File: config.mk
export PLATFORM = sky130hd
export DESIGN_NAME = cvt_isqrt
export DESIGN_NICKNAME = d
export VERILOG_FILES = /design/src/rtl/core/cvt_isqrt.sv
export SDC_FILE = /design/constraint.sdc
export NUM_CORES = 2
export LEC_CHECK = 0
export BUFFER_PORTS_ARGS = -buffer_cell sky130_fd_sc_hd__buf_4
export CAP_MARGIN = 10
export CORE_MARGIN = 3
export CORE_UTILIZATION = 59
export DETAILED_ROUTE_END_ITERATION = 16
export HOLD_SLACK_MARGIN = 0.03
export PLACE_DENSITY_LB_ADDON = 0.15
export SLEW_MARGIN = 30
export SYNTH_ARGS = -nofsm -noshare
export SYNTH_HDL_FRONTEND = slang
export SYNTH_SLANG_ARGS = --single-unit
File: constraint.sdc
create_clock -name clk -period 5.5 [get_ports clk]
set_clock_uncertainty 0.15 [all_clocks]
set_input_delay 0.275 -clock clk [delete_from_list [all_inputs] [get_ports clk]]
set_output_delay 0.275 -clock clk [all_outputs]
set_load 0.01 [all_outputs]
File: src/rtl/core/cvt_isqrt.sv
// Pipelined integer square root, one root bit per stage.
`default_nettype none
module cvt_isqrt #(
  parameter int IN_W  = 51,
  parameter int OUT_W = 25
) (
  input  wire logic             clk,
  input  wire logic             en,
  input  wire logic [IN_W-1:0]  in_val,
  output logic      [OUT_W-1:0] out_root
);
  localparam int TW = IN_W + 1;

  logic [IN_W-1:0]  rem_r  [OUT_W];
  logic [OUT_W-1:0] root_r [OUT_W];

  for (genvar k = 0; k < OUT_W; k++) begin : g_stage
    localparam int B = OUT_W - 1 - k;
    logic [IN_W-1:0]  src_rem;
    logic [OUT_W-1:0] src_root;
    logic [TW-1:0]    trial;
    logic [IN_W-1:0]  rem_nxt;
    logic [OUT_W-1:0] root_nxt;

    if (k == 0) begin : g_first
      assign src_rem  = in_val;
      assign src_root = '0;
    end else begin : g_next
      assign src_rem  = rem_r[k-1];
      assign src_root = root_r[k-1];
    end

    always_comb begin
      trial    = (TW'(src_root) << (B + 1)) + (TW'(1) << (2 * B));
      rem_nxt  = src_rem;
      root_nxt = src_root;
      if (TW'(src_rem) >= trial) begin
        rem_nxt  = src_rem - trial[IN_W-1:0];
        root_nxt = src_root | (OUT_W'(1) << B);
      end
    end

    always_ff @(posedge clk) begin
      if (en) begin
        rem_r[k]  <= rem_nxt;
        root_r[k] <= root_nxt;
      end
    end
  end

  assign out_root = root_r[OUT_W-1];
endmodule
`default_nettype wire

==> results.yml <==
run_status:
  outcome: "complete, no violations"
synthesis:
  netlist_instances: 5736
  postSynthAreaPerCell_um2: 12.8
  async_flop_share_pct: 0
  synth_edf_count: 1549
  ys_warn_count: 0
  synth_top_family_by_area: "simple AND/OR/NAND/NOR gates"
  yosys_register_bits: 1549
  synth_fp_nets: 6137
  synth.cell_area_mm2: 0.0734
  yosysTopAreaCellShare_pct: 63.4
  yosys_most_used_dff: "edfxtp_1"
  synth_mux_area_share_pct: 0.694
  synth_xor_area_share_pct: 6.51
  synth.largest_area_cell: "edfxtp_1"
  synth_compound_area_share_pct: 8.71
  synth.most_common_cell: "edfxtp_1"
  ys_seq_area_share_pct: 63.4
  synth-simple-area-share_pct: 12.0
  synthDistinctLibCells: 85
  synthAdderAreaFrac_pct: 5.94
  netlist_top_cells_area: "edfxtp_1 (63%), ha_1 (5.9%), xor2_1 (3.3%)"
  synth_commonest_cells: "edfxtp_1 (1549), inv_1 (422), nand2_1 (372)"
global_routing:
  grt_overflow: 0
  grt_max_degree: 181
  grt_pass1_wl_um: 253000
  grt_use_total_pct: 25.4
  antenna_found_initial: 8
  grt_pass1_vias: 44961
setup_path:
  cp_max_fo: 29
  path_class: "reg -> reg"
  crit_required_ns: 5.86
  crit_path_start: "rem_r[3][31]"
  arrival_ns: 5.03
  start_kind: "register"
  r2r_start: "rem_r[3][31]"
  worst_setup_path_end_kind: "register"
timing:
  max_freq_mhz: 214
  fin_hold_ws_ns: 0.0904
  min_period_ns: 4.67
  rsz0062_at_grt: "false"
  slew_headroom_pct: 29.1
  fin_setup_tns_ns: 0
  final.period_utilization_pct: 84.8
  fin_ws_ns: 0.834
  worstMarginPinSlew_ns: 1.06
  drv_slew: 0
  setup_viol: 0
  finalHoldViolCount: 0
placed_design:
  dp_hpwl_um: 116000
  gp_congestion: 0.915
  io_buffers: 77
  post-place-ws_ns: 0.863
  dpl_cell_area_mm2: 0.0760
  dp_cells: 7362
pwr:
  powerDensity_mw_per_mm2: 396
  internal-power_mw: 23.5
  p_clk_share_pct: 33.4
  swShare_pct: 27.8
  p_leak_nw: 30.8
  netSwitchingPower_mw: 9.06
  ir_worst_vdd_v: 0.000373
  comb_power_share_pct: 17.6
  total_power_mw: 32.6
  pwr-share-seq_pct: 49.0
floorplanning:
  chipHeight_um: 359
  fp-row-count: 128
  dieArea_mm2: 0.129
  num_io_pins: 78
  die_x_um: 359
  initial_core_util_pct: 59.8
  coreArea_mm2: 0.123
route:
  firstDrtPassIters: 6
  wire_per_inst_um: 21.0
  drt_iter0_drc: 4510
  drtAntennaViolNets: 0
  detail_route.wirelength_um: 163000
  viasPerCell: 5.97
  dr_total_vias: 46220
  drc: 0
layout:
  drive_gt1_share_pct: 7.06
  finish.instance_area_mm2: 0.0823
  final.fill_count: 8685
  final_util_pct: 67.1
  nets: 6393
  stdcell_count: 7748
  area_growth_syn_to_layout_pct: 12.1
clock_tree:
  clock_path_buffers: 3
  cts_tree: "built"
  cts.htree.levels: 4
  cts_root_buffer: "clkbuf_16"
  clk_pin_slew_ns: 0.06
  numCtsBuffers: 158
  cts_resized: 0
  clock_latency_ns: 0.78
  cts_setup_buffers: 0
  cts.sinks: 1549
min_path:
  hold_class: "in -> reg"
  min_from: "in_val[4]"
flow_run:
  cap_violations: 0
-- power by group through the flow --
stage                     registers, mW  logic, mW  clock network, mW
after floorplan                    15.6       4.19                  0
after global placement             16.1       5.49                  0
after detailed placement           16.2       5.60                  0
after CTS                          15.9       5.69               11.1
after global routing               16.1       6.38               11.6
final                              16.0       5.74               10.9
-- critical path, stage by stage (launching register included) --
cell,delay [ns]
edfxtp_1,0.42
ha_1,0.39
nand4_1,0.15
or2_2,0.37
or4_1,0.49
nor4_1,0.68
nor4_1,0.15
o21a_1,0.48
or4_1,0.71
o31ai_1,0.28
o21ai_0,0.12
-- cells by family after synthesis --
| family | count (synthesis) |
|---|---|
| XOR/XNOR | 545 |
| flip-flops | 1549 |
| AND/OR/NAND/NOR | 1688 |
| adder cells (fa/ha/maj) | 348 |
| buffers and inverters | 527 |
| AO/OA/AOI/OAI | 1032 |
| multiplexers | 47 |
-- path summary, 6_finish.rpt --
kind                                       to  cells after the start  slack [ns]
worst min-delay path              rem_r[0][4]                      2        0.09
worst max register to register   rem_r[3][93]                     10        0.83
worst max-delay path             rem_r[3][93]                     10        0.83
worst min register to register  root_r[5][77]                      0        0.29
-- repair_timing --
item | CTS | global route
endpoints found under the setup margin | 0 | 0
hold buffers | 95 | 0
hold endpoints to repair | 167 | 0
-- per-layer routing --
layer	track usage (%)	vias to the layer above	routed length (um)
met5	0	-	0
met4	7.91	0	4510
met3	3.35	274	8210
met2	44.1	1414	82300
met1	33.3	22498	67900
li1	-	22034	-
-- cells in the final DEF (no fill, tap or decap), types with 198 or more instances in the layout --
cell      netlist  layout
xnor2_1       272     272
a21oi_1       284     284
ha_1          348     348
edfxtp_1     1549    1549
nand2_1       372     372
nor2_1        340     339
xor2_1        273     273
inv_1         422     422
nor4_1        199     198
o21ai_0       316     316
-- area by class of cell --
type | count | area, um^2 | area share (%)
sequential | 1549 | 46500 | 56.5
timing repair buffer | 200 | 1850 | 2.25
inverter | 423 | 1590 | 1.93
antenna | 2 | 5.00 | 0.00608
clock buffer | 188 | 4130 | 5.02
tap | 1625 | 2030 | 2.47
multi-input combinational | 3660 | 25000 | 30.3
clock inverter | 101 | 1180 | 1.43
-- state kept, by name, summed over array words and instances, names as in the netlist --
| name | count |
|---|---|
| root_r | 325 |
| rem_r | 1224 |
Note: power is estimated with default switching activity, not from simulation.
