==> src/rtl/core/cvt_udiv.sv <==
// Pipelined restoring divider for a quotient known to fit in Q_W bits.
`default_nettype none
module cvt_udiv #(
  parameter int N_W = 25,
  parameter int Q_W = 15
) (
  input  wire logic           clk,
  input  wire logic           en,
  input  wire logic [N_W-1:0] num,
  input  wire logic [N_W-1:0] den,
  output logic      [Q_W-1:0] quot
);
  logic [N_W:0]   rem_r [Q_W];
  logic [N_W-1:0] den_r [Q_W];
  logic [Q_W-1:0] q_r   [Q_W];

  for (genvar k = 0; k < Q_W; k++) begin : g_stage
    logic [N_W:0]   src_rem;
    logic [N_W-1:0] src_den;
    logic [Q_W-1:0] src_q;
    logic           ge;
    logic [N_W:0]   diff;

    if (k == 0) begin : g_first
      assign src_rem = {1'b0, num};
      assign src_den = den;
      assign src_q   = '0;
    end else begin : g_next
      assign src_rem = rem_r[k-1];
      assign src_den = den_r[k-1];
      assign src_q   = q_r[k-1];
    end

    always_comb begin
      ge   = src_rem >= {1'b0, src_den};
      diff = ge ? src_rem - {1'b0, src_den} : src_rem;
    end

    always_ff @(posedge clk) begin
      if (en) begin
        rem_r[k] <= {diff[N_W-1:0], 1'b0};
        den_r[k] <= src_den;
        q_r[k]   <= {src_q[Q_W-2:0], ge};
      end
    end
  end

  assign quot = q_r[Q_W-1];
endmodule
`default_nettype wire

==> config.mk <==
export PLATFORM = sky130hd
export DESIGN_NAME = cvt_udiv
export DESIGN_NICKNAME = d
export VERILOG_FILES = /design/src/rtl/core/cvt_udiv.sv
export SDC_FILE = /design/constraint.sdc
export NUM_CORES = 1
export LEC_CHECK = 0
export BUFFER_PORTS_ARGS = -buffer_cell sky130_fd_sc_hd__buf_4
export CAP_MARGIN = 30
export CORE_ASPECT_RATIO = 1.5
export CORE_MARGIN = 5
export CORE_UTILIZATION = 45
export CTS_CLUSTER_DIAMETER = 60
export CTS_CLUSTER_SIZE = 8
export DETAILED_ROUTE_END_ITERATION = 10
export PLACE_DENSITY = 0.59
export SYNTH_ARGS = -nofsm -noshare
export SYNTH_HDL_FRONTEND = slang
export SYNTH_SLANG_ARGS = --single-unit
==> constraint.sdc <==
create_clock -name clk -period 3.3 [get_ports clk]
set_input_delay 0.33 -clock clk [delete_from_list [all_inputs] [get_ports clk]]
set_output_delay 0.33 -clock clk [all_outputs]
set_load 0.01 [all_outputs]
==> reports/metrics.sh, run 1 <==
RESULT_OF_THE_RUN='complete, no violations'
CTS_BUFFERS=112
ASYNC_SR_FLOP_FRACTION_PCT=0
SYNTH.DISTINCT_CELLS=80
AVGROUTEDWIREPERCELL_UM=19.80
CP.ARRIVAL_NS=3.74
CP-ENDPOINT='rem_r[1][23]'
YOSYS_MOST_USED_DFF='edfxtp_1'
POST-LAYOUT-TOTAL-POWER_mW=54.84
CTS_HTREE_LEVELS=3
FINALSETUPVIOLATIONS=0
LAYOUT-DRIVE-GT1-SHARE_PCT=16.93
SYNTHESIS.NETS=4724
WORSTSETUPSTARTPOINT='den_r[0][175]'
POSTSYNTHCELLCOUNT=4284
SYNTH-SEQ-AREA-SHARE_PCT=52.22
SINKS_ON_THE_CLOCK_NET=820
SYN-CELL-AREA_MM2=0.04716
HOLD_PATH.STARTPOINT='en'
SYNTH-EDFF-COUNT=820
PATH_DELAY_FAMILY='compound AO/OA/AOI/OAI gates'
CELLLEAKAGEPOWER_nW=24.08
WORSTSKEWPAIRLATENCY_NS=0.71
ROWS=145
WIRELENGTH_MM=124.5
SYNTH.AVG_CELL_AREA_UM2=11.01
CRITICAL-PATH-SLOWEST-CELL='edfxtp_1'
DIE_WIDTH_UM=274.3
SYNTH_TOP_FAMILY_BY_AREA='compound AO/OA/AOI/OAI gates'
CRIT_PATH_BUF_INV_COUNT=4
CLOCK_TREE_FROM_TRITONCTS='built'
CRIT_CELLS=13
POST-PLACE-CELLS=6104
POWER.DENSITY_CELL_AREA_mW_PER_MM2=963.7
DRT-INITIAL-DRC-COUNT=1344
SYNTH_COMPOUND_GATE_AREA_SHARE_PCT=15.77
TIGHTEST_SLEW_NS=1.018
DRCVIOLATIONCOUNT=0
FIN_CRIT_NS=3.284
FIRST_PASS_GRT_WIRE_LENGTH_MM=186.3
ROUTE.ANTENNA.REMAINING_NETS=0
ANTENNA_VIOLATIONS_BEFORE_REPAIR=1
POST_SYNTH_XOR_AREA_FRACTION_PCT=5.163
CTS_BUFFER_DEPTH=3
CLOCK-SKEW-FINAL_NS=0.03447
CORE_REGION_AREA_MM2=0.1041
WORST_SETUP_PATH_END_KIND='register'
FLOORPLAN.INITIALDENSITY_PCT=45.28
NUM-FILL-CELLS=9057
GLOBAL_ROUTE_CONGESTION_OVERFLOW_TOTAL=0
YOSYSWARNINGS=0
HOLD_PATH_CLASS='in -> reg'
NUM_VIAS=33884
TRACK_USAGE_PCT=21.91
MULTI_INPUT_COMB_AREA_MM2=0.02083
HOLD-WORST-SLACK_NS=0.04207
FINAL_HOLD_VIOL_COUNT=0
REG2REG_SETUP_SLACK_NS=0.02
ROOT_BUFFER='clkbuf_16'
MAX-CAP-VIOLATIONS=0
SYNTH_SEQ_CELLS=820
YOSYS.AREA_SHARE.SIMPLE_PCT=9.780
MIN_PERIOD_OVER_PERIOD_PCT=99.53
VIAS_PER_CELL=5.387
R2R-END='rem_r[1][23]'
MAX_STAGE_DELAY_NS=0.42
PEAKVDDDROP_uV=408.3
COUNT_OF_BUFFERS_FROM_PORT_BUFFERING=66
STDCELL_COUNT=6290
TIMING.FINAL.MAX_SLEW_VIOLATIONS=0
FF_LATCH_AREA_MM2=0.02462
PIN_COUNT_OF_THE_BIGGEST_NET_ENTERING_GLOBAL_ROUTING=111
REQUIRED_TIME_AT_THE_ENDPOINT_OF_THE_CRITICAL_PATH_NS=3.75
CRITPATHLAUNCHTYPE='register'
WORST_SLACK_NS=0.01551
TIMING.FMAX_MHz=304.5
FINAL_UTIL_PCT=54.65
Y_DIMENSION_OF_THE_DIE_UM=406.5
BOUNDARYPINS=67
WORSTSETUPPATHTYPE='reg -> reg'
FINISH.NET_COUNT=5325
AREA_GROWTH_PCT=20.69
FIRST_GLOBAL_VIAS=35905
TIMING.CRITICAL_PATH.MODE_CELL='o31a_1'
CRITICAL_PATH_PEAK_FANOUT=6
SYNTH.AREA.MUX_SHARE_PCT=2.001
MAX-SLEW-MARGIN-REL_PCT=31.53
PLACE_CONGESTION=0.9517
R2R-START='den_r[0][175]'
DIE_AREA_MM2=0.1115
PATH_CLK_SLEW_NS=0.05
CELL_CHAIN_CRITICAL_PATH='fa_2, nor2b_2, o31a_1, o21ai_4, a2111oi_4, buf_4, nor2_2, o31a_1, o21ba_4, buf_2, inv_1, buf_12, a31oi_1'
DRT_PASS1_ITERATIONS=5
PRE_CTS_WS_NS=-0.2633
POST_SYNTH_FA_HA_MAJ_AREA_FRACTION_PCT=10.52
DP_HPWL_MM=98.41
R2R.WORST_PATH.CELLS=13
SETUP_REPAIR_AFTER_GLOBAL_ROUTING_MISSED_ITS_MARGIN='yes'
[what timing repair did]
| action | CTS | global route |
|---|---|---|
| pin swaps | 7 | 23 |
| buffers inserted | 4 | 9 |
| setup endpoints to repair | 95 | 125 |
| resized for setup | 35 | 61 |
| cloned | 2 | 2 |
| endpoints found under the hold margin | 47 | 0 |
| hold buffers | 47 | 0 |
[cell families after synthesis]
logic type,Yosys count
compound gates,1192
xor+xnor,278
fa+ha+maj,388
buf+inv,556
flops,820
mux,81
simple gates,969
[flip-flops by register name, indices dropped and copies added, names as in the netlist]
register and cells:
q_r 120, den_r 350, rem_r 350
[cell usage after synthesis, drive strengths merged (17+ instances only)]
library cell | count | area share [%]
edfxtp | 820 | 52
inv | 466 | 3.7
ha | 374 | 9.9
nand2 | 356 | 2.8
o21ai | 349 | 3.7
a21oi | 318 | 3.4
nor2 | 207 | 1.7
a21o | 185 | 2.9
xnor2 | 164 | 3.0
xor2 | 114 | 2.1
mux2 | 76 | 1.9
clkbuf | 70 | 0.56
nand3 | 64 | 0.68
nor2b | 60 | 0.81
nand2b | 56 | 0.74
o21a | 54 | 0.86
nor3 | 49 | 0.53
nand4 | 48 | 0.64
o31ai | 41 | 0.65
a211oi | 35 | 0.56
a31oi | 34 | 0.45
and3 | 28 | 0.38
o21bai | 27 | 0.43
and2 | 23 | 0.32
buf | 19 | 0.28
o211ai | 19 | 0.30
nor4 | 17 | 0.23
[through the flow]
stage | TNS (ns) | instance area [um^2]
2_1_floorplan | 0 | 47180
3_3_place_gp | -5.063 | 52860
3_5_place_dp | -7.187 | 52860
4_1_cts | 0 | 56550
5_1_grt | -0.1371 | 56910
6_report | 0 | 56910
[routing by layer]
layer	vias to the layer above	routed length (um)	track usage [%]
met5	-	0	0
met4	0	13540	20.33
met3	417	2871	2.571
met2	616	75510	47.75
met1	16091	32620	14.44
li1	16760	-	-
[how the worst min path moves through the flow]
stage | depth (start not counted) | end | slack (ns)
2_1_floorplan | 0 | q_r[0][106] | 0.40
3_3_place_gp | 0 | q_r[1][79] | 0.40
3_5_place_dp | 0 | q_r[0][62] | 0.40
4_1_cts | 1 | q_r[0][16] | 0.008
5_1_grt | 1 | q_r[0][16] | 0.04
6_report | 1 | q_r[0][16] | 0.04
[power by group]
part | leakage (nW) | switching (mW) | internal, mW
clock | 1.46 | 4.28 | 6.01
combinational | 14.6 | 14.6 | 12.8
sequential | 8.03 | 1.54 | 15.6
[placed cells by master, fill, tap and decap left out, types with 27 or more instances in the layout]
cell type and instances:
a21o_1 185, ha_1 370, o31ai_1 35, a211oi_1 27
nand3_1 64, buf_4 486, nand2_1 356, nor3_1 48
mux2_2 65, o21ai_0 324, o21a_1 54, nand4_1 48
and3_1 27, xnor2_1 164, nand2b_1 56, nor2b_1 57
edfxtp_1 820, xor2_1 114, a21oi_1 306, clkbuf_16 114
inv_1 463, a31oi_1 31, nor2_1 205, dlygate4sd3_1 47
buf_12 34
[cell type report]
type                            instances  area share (%)
Inverter                              467           3.085
Clock inverter                          7          0.3078
Timing Repair Buffer                  575           8.693
Clock buffer                          114           4.975
Multi-Input combinational cell       2909           36.59
Antenna cell                            2        0.008794
Tap cell                             1396           3.069
Sequential cell                       820           43.27
[worst reg2reg max path, cell delays in order, from the launching register on]
cell and delay, ns:
edfxtp_1 0.42, fa_2 0.39, nor2b_2 0.14, o31a_1 0.23, o21ai_4 0.11, a2111oi_4 0.40
buf_4 0.18, nor2_2 0.05, o31a_1 0.35, o21ba_4 0.28, buf_2 0.19, inv_1 0.11
buf_12 0.11, a31oi_1 0.06
No activity file was read; power rests on OpenSTA's default activity.
==> run 2: changes to the inputs <==
RECOVER_POWER = 50   (was default)
==> reports/metrics.sh, run 2 (synthesis results as in run 1) <==
FLOORPLAN.INITIALDENSITY_PCT=45.28
CRITICAL_PATH_PEAK_FANOUT=6
REG2REG_SETUP_SLACK_NS=0.01
MIN_PERIOD_OVER_PERIOD_PCT=99.55
REG.LARGEST.LIST='den_r (350), rem_r (350), q_r (120)'
R2R.WORST_PATH.CELLS=13
COUNT_OF_BUFFERS_FROM_PORT_BUFFERING=66
DRCVIOLATIONCOUNT=0
AVGROUTEDWIREPERCELL_UM=19.79
MAX-SLEW-MARGIN-REL_PCT=-89.24
POST-LAYOUT-TOTAL-POWER_mW=54.81
PEAKVDDDROP_uV=406.9
CELL_CHAIN_CRITICAL_PATH='fa_2, nor2b_2, o31a_1, o21ai_4, a2111oi_4, buf_4, nor2_2, o31a_1, o21ba_4, buf_2, inv_1, buf_12, a31oi_1'
TIMING.CRITICAL_PATH.MODE_CELL='o31a_1'
ROWS=145
FIRST_PASS_GRT_WIRE_LENGTH_MM=186.3
DRT_PASS1_ITERATIONS=5
AREA_GROWTH_PCT=20.40
POWER.SHARE.COMBINATIONAL_PCT=50.0
DIE_WIDTH_UM=274.3
DIE_AREA_MM2=0.1115
FINAL_HOLD_VIOL_COUNT=0
GRT_UTIL_MET2_PCT=47.75
LAYOUT-DRIVE-GT1-SHARE_PCT=16.35
WIRELENGTH_MM=124.5
FF_LATCH_AREA_MM2=0.02462
PATH_DELAY_FAMILY='compound AO/OA/AOI/OAI gates'
WORSTSETUPPATHTYPE='reg -> reg'
VIOLATIONS='capacitance limit, slew limit'
TIMING.FINAL.MAX_SLEW_VIOLATIONS=47
ROOT_BUFFER='clkbuf_16'
WORSTHOLDPATHCELLS=4
FINAL_UTIL_PCT=54.52
LAYOUT_COMMON_CELLS='edfxtp_1, inv_1, buf_4, ha_1, nand2_1'
CTS_HTREE_LEVELS=3
PLACE_CONGESTION=0.9517
MAX-CAP-VIOLATIONS=1
GLOBAL_ROUTE_CONGESTION_OVERFLOW_TOTAL=0
FIRST_GLOBAL_VIAS=35905
DRT-INITIAL-DRC-COUNT=1325
TIGHTEST_SLEW_NS=2.839
CTS_BUFFERS=112
HOLD_PATH.STARTPOINT='num[0]'
VIAS_PER_CELL=5.394
INTERNAL_POWER_mW=34.39
PIN_COUNT_OF_THE_BIGGEST_NET_ENTERING_GLOBAL_ROUTING=111
Y_DIMENSION_OF_THE_DIE_UM=406.5
LAYOUT.CELLS.MOST_COMMON='edfxtp_1'
FINALSETUPVIOLATIONS=0
ANTENNA_VIOLATIONS_BEFORE_REPAIR=1
DPL_CELL_AREA_MM2=0.05286
SINKS_ON_THE_CLOCK_NET=820
SWITCHINGPOWER_mW=20.42
DP_HPWL_MM=98.41
HOLD-WORST-SLACK_NS=0.06694
NUM-FILL-CELLS=9094
SETUP_REPAIR_AFTER_GLOBAL_ROUTING_MISSED_ITS_MARGIN='yes'
FINAL_DESIGN_AREA_NO_FILL_MM2=0.05678
R2R-START='den_r[0][175]'
CLOCK-SKEW-FINAL_NS=0.03077
GROUTE.LAYER.MET1.USAGE_PCT=14.44
CTS_BUFFER_DEPTH=3
MAX_STAGE_DELAY_NS=0.41
POWER.DENSITY_CELL_AREA_mW_PER_MM2=965.4
MIN_DELAY_WORST_ENDPOINT='rem_r[0][0]'
CORE_REGION_AREA_MM2=0.1041
POWER.SHARE.SEQUENTIAL_PCT=31.2
WORST_SETUP_PATH_END_KIND='register'
FINISH.NET_COUNT=5325
FIN_CRIT_NS=3.285
CELLLEAKAGEPOWER_nW=23.96
GRT.MET3_USAGE_PCT=2.571
NUM_VIAS=33946
R2R-END='rem_r[1][23]'
MULTI_INPUT_COMB_AREA_MM2=0.02083
CRIT_PATH_BUF_INV_COUNT=4
CRITICAL-PATH-SLOWEST-CELL='edfxtp_1'
CP.ARRIVAL_NS=3.73
RESULT_OF_THE_RUN='finished, violations left'
PATH_CLK_SLEW_NS=0.05
TIMING.FMAX_MHz=304.4
WORSTSKEWPAIRLATENCY_NS=0.71
POWER.SHARE.CLOCK_PCT=18.8
HOLD_PATH_CLASS='in -> reg'
POWER_SWITCHING_SHARE_PCT=37.26
CRITPATHLAUNCHTYPE='register'
CLOCK_TREE_FROM_TRITONCTS='built'
GRT.BUSIEST_LAYER='met2'
ROUTE.ANTENNA.REMAINING_NETS=0
TRACK_USAGE_PCT=21.91
BOUNDARYPINS=67
REQUIRED_TIME_AT_THE_ENDPOINT_OF_THE_CRITICAL_PATH_NS=3.75
## run 2: timing repair
action,CTS,global route
buffers inserted,4,9
gates resized for setup,35,61
pin swaps,7,23
hold endpoints to repair,47,0
endpoints found under the setup margin,95,125
gates cloned,2,2
hold buffers,47,0
## run 2: worst max-delay path by stage
stage	endpoint	startpoint	depth (start not counted)	slack (ns)
finish	rem_r[1][23]	den_r[0][175]	13	0.01
floorplan	rem_r[1][111]	den_r[1][90]	13	0.02
detailed placement	rem_r[1][22]	den_r[0][175]	11	-0.26
global placement	rem_r[1][22]	den_r[0][175]	11	-0.28
CTS	rem_r[0][27]	den_r[0][0]	14	0.008
global route	rem_r[1][23]	rem_r[0][175]	14	-0.06
## run 2: worst reg2reg max path: stages (launching register included)
cell and delay, ns:
edfxtp_1 0.41, fa_2 0.39, nor2b_2 0.14, o31a_1 0.22
o21ai_4 0.11, a2111oi_4 0.41, buf_4 0.18, nor2_2 0.05
o31a_1 0.35, o21ba_4 0.28, buf_2 0.19, inv_1 0.11
buf_12 0.11, a31oi_1 0.06
## run 2: final cells by class
class | instances | share of cell area [%]
flip-flops and latches | 820 | 43.37
multi-input cells | 2909 | 36.68
repair buffers | 575 | 8.465
clock buffers | 114 | 4.987
inverters | 467 | 3.092
well taps | 1396 | 3.076
clock inverters | 7 | 0.3085
diodes | 5 | 0.02204
## run 2: stage by stage
stage / instances / worst slack, ns / TNS [ns]
after detailed placement: 6104 / -0.2633 / -7.187
after floorplan: 4284 / 0.02400 / 0
after global routing: 6292 / -0.06466 / -0.1318
after CTS: 6277 / 0.007834 / 0
final: 6293 / 0.01476 / 0
after global placement: 6104 / -0.2783 / -5.063
## run 2: power groups by stage
| stage | registers (mW) | clock network (mW) | logic [mW] |
|---|---|---|---|
| 6_report | 17.1 | 10.3 | 27.4 |
| 3_5_place_dp | 17.3 | 0 | 26.5 |
| 5_1_grt | 17.4 | 11.0 | 30.0 |
| 2_1_floorplan | 16.6 | 0 | 17.2 |
| 3_3_place_gp | 17.3 | 0 | 26.2 |
| 4_1_cts | 17.1 | 10.6 | 27.0 |
## run 2: layer usage
| layer | part of all wire (%) | routed length (um) |
|---|---|---|
| met4 | 11 | 13560 |
| met5 | 0 | 0 |
| met3 | 2.3 | 2892 |
| met2 | 61 | 75470 |
| met1 | 26 | 32620 |
==> run 3: changes to the inputs <==
CTS_BUF_LIST = sky130_fd_sc_hd__clkbuf_8   (was default)
clock period = 3 ns   (was 3.3 ns; I/O delays follow)
==> reports/metrics.sh, run 3 (synthesis results as in run 1) <==
STDCELL_COUNT=6790
NUM-FILL-CELLS=8721
POST-PLACE-CELLS=6475
R2R.WORST_PATH.CELLS=12
FF_LATCH_AREA_MM2=0.02462
AREA_GROWTH_PCT=31.52
FINISH.NET_COUNT=5826
PLACE_CONGESTION=0.9588
R2R-START='rem_r[1][88]'
WORSTSETUPSTARTPOINT='rem_r[1][88]'
VIAS_PER_CELL=5.386
CORE_REGION_AREA_MM2=0.1041
CP-ENDPOINT='rem_r[1][118]'
CLOCK-SKEW-FINAL_NS=0.04526
TIMING.FINAL.MAX_SLEW_VIOLATIONS=29
MIN_PERIOD_OVER_PERIOD_PCT=108.2
PEAKVDDDROP_uV=492.1
MAX-SLEW-MARGIN-REL_PCT=-56.26
FLOORPLAN.INITIALDENSITY_PCT=45.28
LAYOUT_COMMON_CELLS='edfxtp_1, buf_4, inv_1, ha_1, nand2_1'
ROUTE.ANTENNA.REMAINING_NETS=0
MAX-CAP-VIOLATIONS=1
WORSTSETUPPATHTYPE='reg -> reg'
POWER.DENSITY_CELL_AREA_mW_PER_MM2=1062
POWER.SHARE.CLOCK_PCT=11.5
VIOLATIONS='capacitance limit, slew limit, setup timing'
NUM_VIAS=36571
DRT_PASS1_ITERATIONS=5
TIMING.FMAX_MHz=308.1
REQUIRED_TIME_AT_THE_ENDPOINT_OF_THE_CRITICAL_PATH_NS=3.55
WORST_SETUP_PATH_END_KIND='register'
TIGHTEST_SLEW_NS=2.344
ANTENNA_VIOLATIONS_BEFORE_REPAIR=3
BOUNDARYPINS=67
AVGROUTEDWIREPERCELL_UM=20.47
DP_HPWL_MM=104.5
DRCVIOLATIONCOUNT=0
FIRST_PASS_GRT_WIRE_LENGTH_MM=201.5
ROWS=145
POWER.SHARE.SEQUENTIAL_PCT=28.8
HOLD-WORST-SLACK_NS=0.1485
FINALSETUPVIOLATIONS=103
PATH_CLK_SLEW_NS=0.06
CTS_HTREE_LEVELS=3
DIE_WIDTH_UM=274.3
CTS_BUFFERS=112
MULTI_INPUT_COMB_AREA_MM2=0.02296
FINAL_DESIGN_AREA_NO_FILL_MM2=0.06202
SETUP_REPAIR_AFTER_GLOBAL_ROUTING_MISSED_ITS_MARGIN='yes'
CRITICAL_PATH_PEAK_FANOUT=6
ROOT_BUFFER='clkbuf_8'
HOLD_PATH_CLASS='in -> reg'
POWER.SHARE.COMBINATIONAL_PCT=59.7
REG.LARGEST.LIST='den_r (350), rem_r (350), q_r (120)'
SINKS_ON_THE_CLOCK_NET=820
INTERNAL_POWER_mW=40.19
POST-LAYOUT-TOTAL-POWER_mW=65.87
FIRST_GLOBAL_VIAS=38861
POWER_SWITCHING_SHARE_PCT=38.98
WORST_SLACK_NS=-0.2454
DPL_CELL_AREA_MM2=0.05569
WORSTSKEWPAIRLATENCY_NS=0.81
SWITCHINGPOWER_mW=25.67
CELLLEAKAGEPOWER_nW=26.68
R2R-END='rem_r[1][118]'
COUNT_OF_BUFFERS_FROM_PORT_BUFFERING=66
PIN_COUNT_OF_THE_BIGGEST_NET_ENTERING_GLOBAL_ROUTING=95
Y_DIMENSION_OF_THE_DIE_UM=406.5
CRITPATHLAUNCHTYPE='register'
RESULT_OF_THE_RUN='finished, violations left'
LAYOUT.CELLS.MOST_COMMON='edfxtp_1'
FIN_CRIT_NS=3.245
CP.ARRIVAL_NS=3.79
REG2REG_SETUP_SLACK_NS=-0.25
GLOBAL_ROUTE_CONGESTION_OVERFLOW_TOTAL=0
CLOCK_TREE_FROM_TRITONCTS='built'
DIE_AREA_MM2=0.1115
FINAL_HOLD_VIOL_COUNT=0
TRACK_USAGE_PCT=23.85
WIRELENGTH_MM=139.0
LAYOUT-DRIVE-GT1-SHARE_PCT=29.78
DRT-INITIAL-DRC-COUNT=1401
CTS_BUFFER_DEPTH=3
run 3: timing repair:
| item | 4_1_cts | 5_1_grt |
|---|---|---|
| pin swaps | 101 | 157 |
| gates cloned | 18 | 14 |
| hold buffers | 51 | 0 |
| endpoints found under the hold margin | 75 | 0 |
| resized for setup | 381 | 385 |
| setup buffers | 73 | 68 |
| endpoints found under the setup margin | 319 | 289 |
run 3: worst min path at each step:
stage               startpoint     endpoint  slack (ns)  cells after the start
CTS                     num[8]  rem_r[0][9]        0.06                      4
global placement    q_r[0][16]   q_r[0][32]        0.40                      0
finish                  num[8]  rem_r[0][9]        0.15                      4
global route            num[8]  rem_r[0][9]        0.14                      4
floorplan               den[0]  den_r[0][0]        0.40                      0
detailed placement  q_r[0][93]  q_r[0][109]        0.40                      0
run 3: cell type report:
cell class	instances	share of cell area, %
antenna	2	0.008070
timing repair inverter	2	0.04438
tap	1396	2.816
inverter	467	2.869
sequential	820	39.70
clock buffer	112	2.485
clock inverter	8	0.2017
multi-input combinational	2910	37.02
timing repair buffer	1073	14.86
run 3: power groups by stage:
stage	Clock, mW	Combinational (mW)	Sequential (mW)
after CTS	7.89	36.2	18.8
after detailed placement	0	31.6	19.1
after global placement	0	31.1	19.0
final	7.57	39.3	19.0
after floorplan	0	19.0	18.3
after global routing	8.29	42.3	19.3
run 3: metal layers:
layer	wire length, um	track usage (%)	share of wire, %
met1	34500	15.42	25
met4	17560	24.69	13
met2	83820	51.32	60
met5	0	0	0
met3	3149	2.418	2.3
run 3: stage by stage:
step	util, %	setup WS (ns)	setup TNS, ns
6_report	59.56	-0.2454	-8.617
5_1_grt	59.56	-0.3241	-24.82
4_1_cts	57.77	-0.2496	-14.15
3_5_place_dp	53.48	-0.6745	-76.43
3_3_place_gp	53.48	-0.6515	-69.96
2_1_floorplan	-	-0.2437	-3.406
run 3: critical path, cell delays in order (launching register included):
cell and delay, ns:
edfxtp_1 0.43, ha_4 0.27, and2_4 0.16, and3_4 0.18, and2_4 0.16, a221o_1 0.38, nor2b_4 0.14, a211o_4 0.28
o311ai_4 0.22, and2_4 0.23, buf_6 0.12, buf_12 0.12, mux2_4 0.30
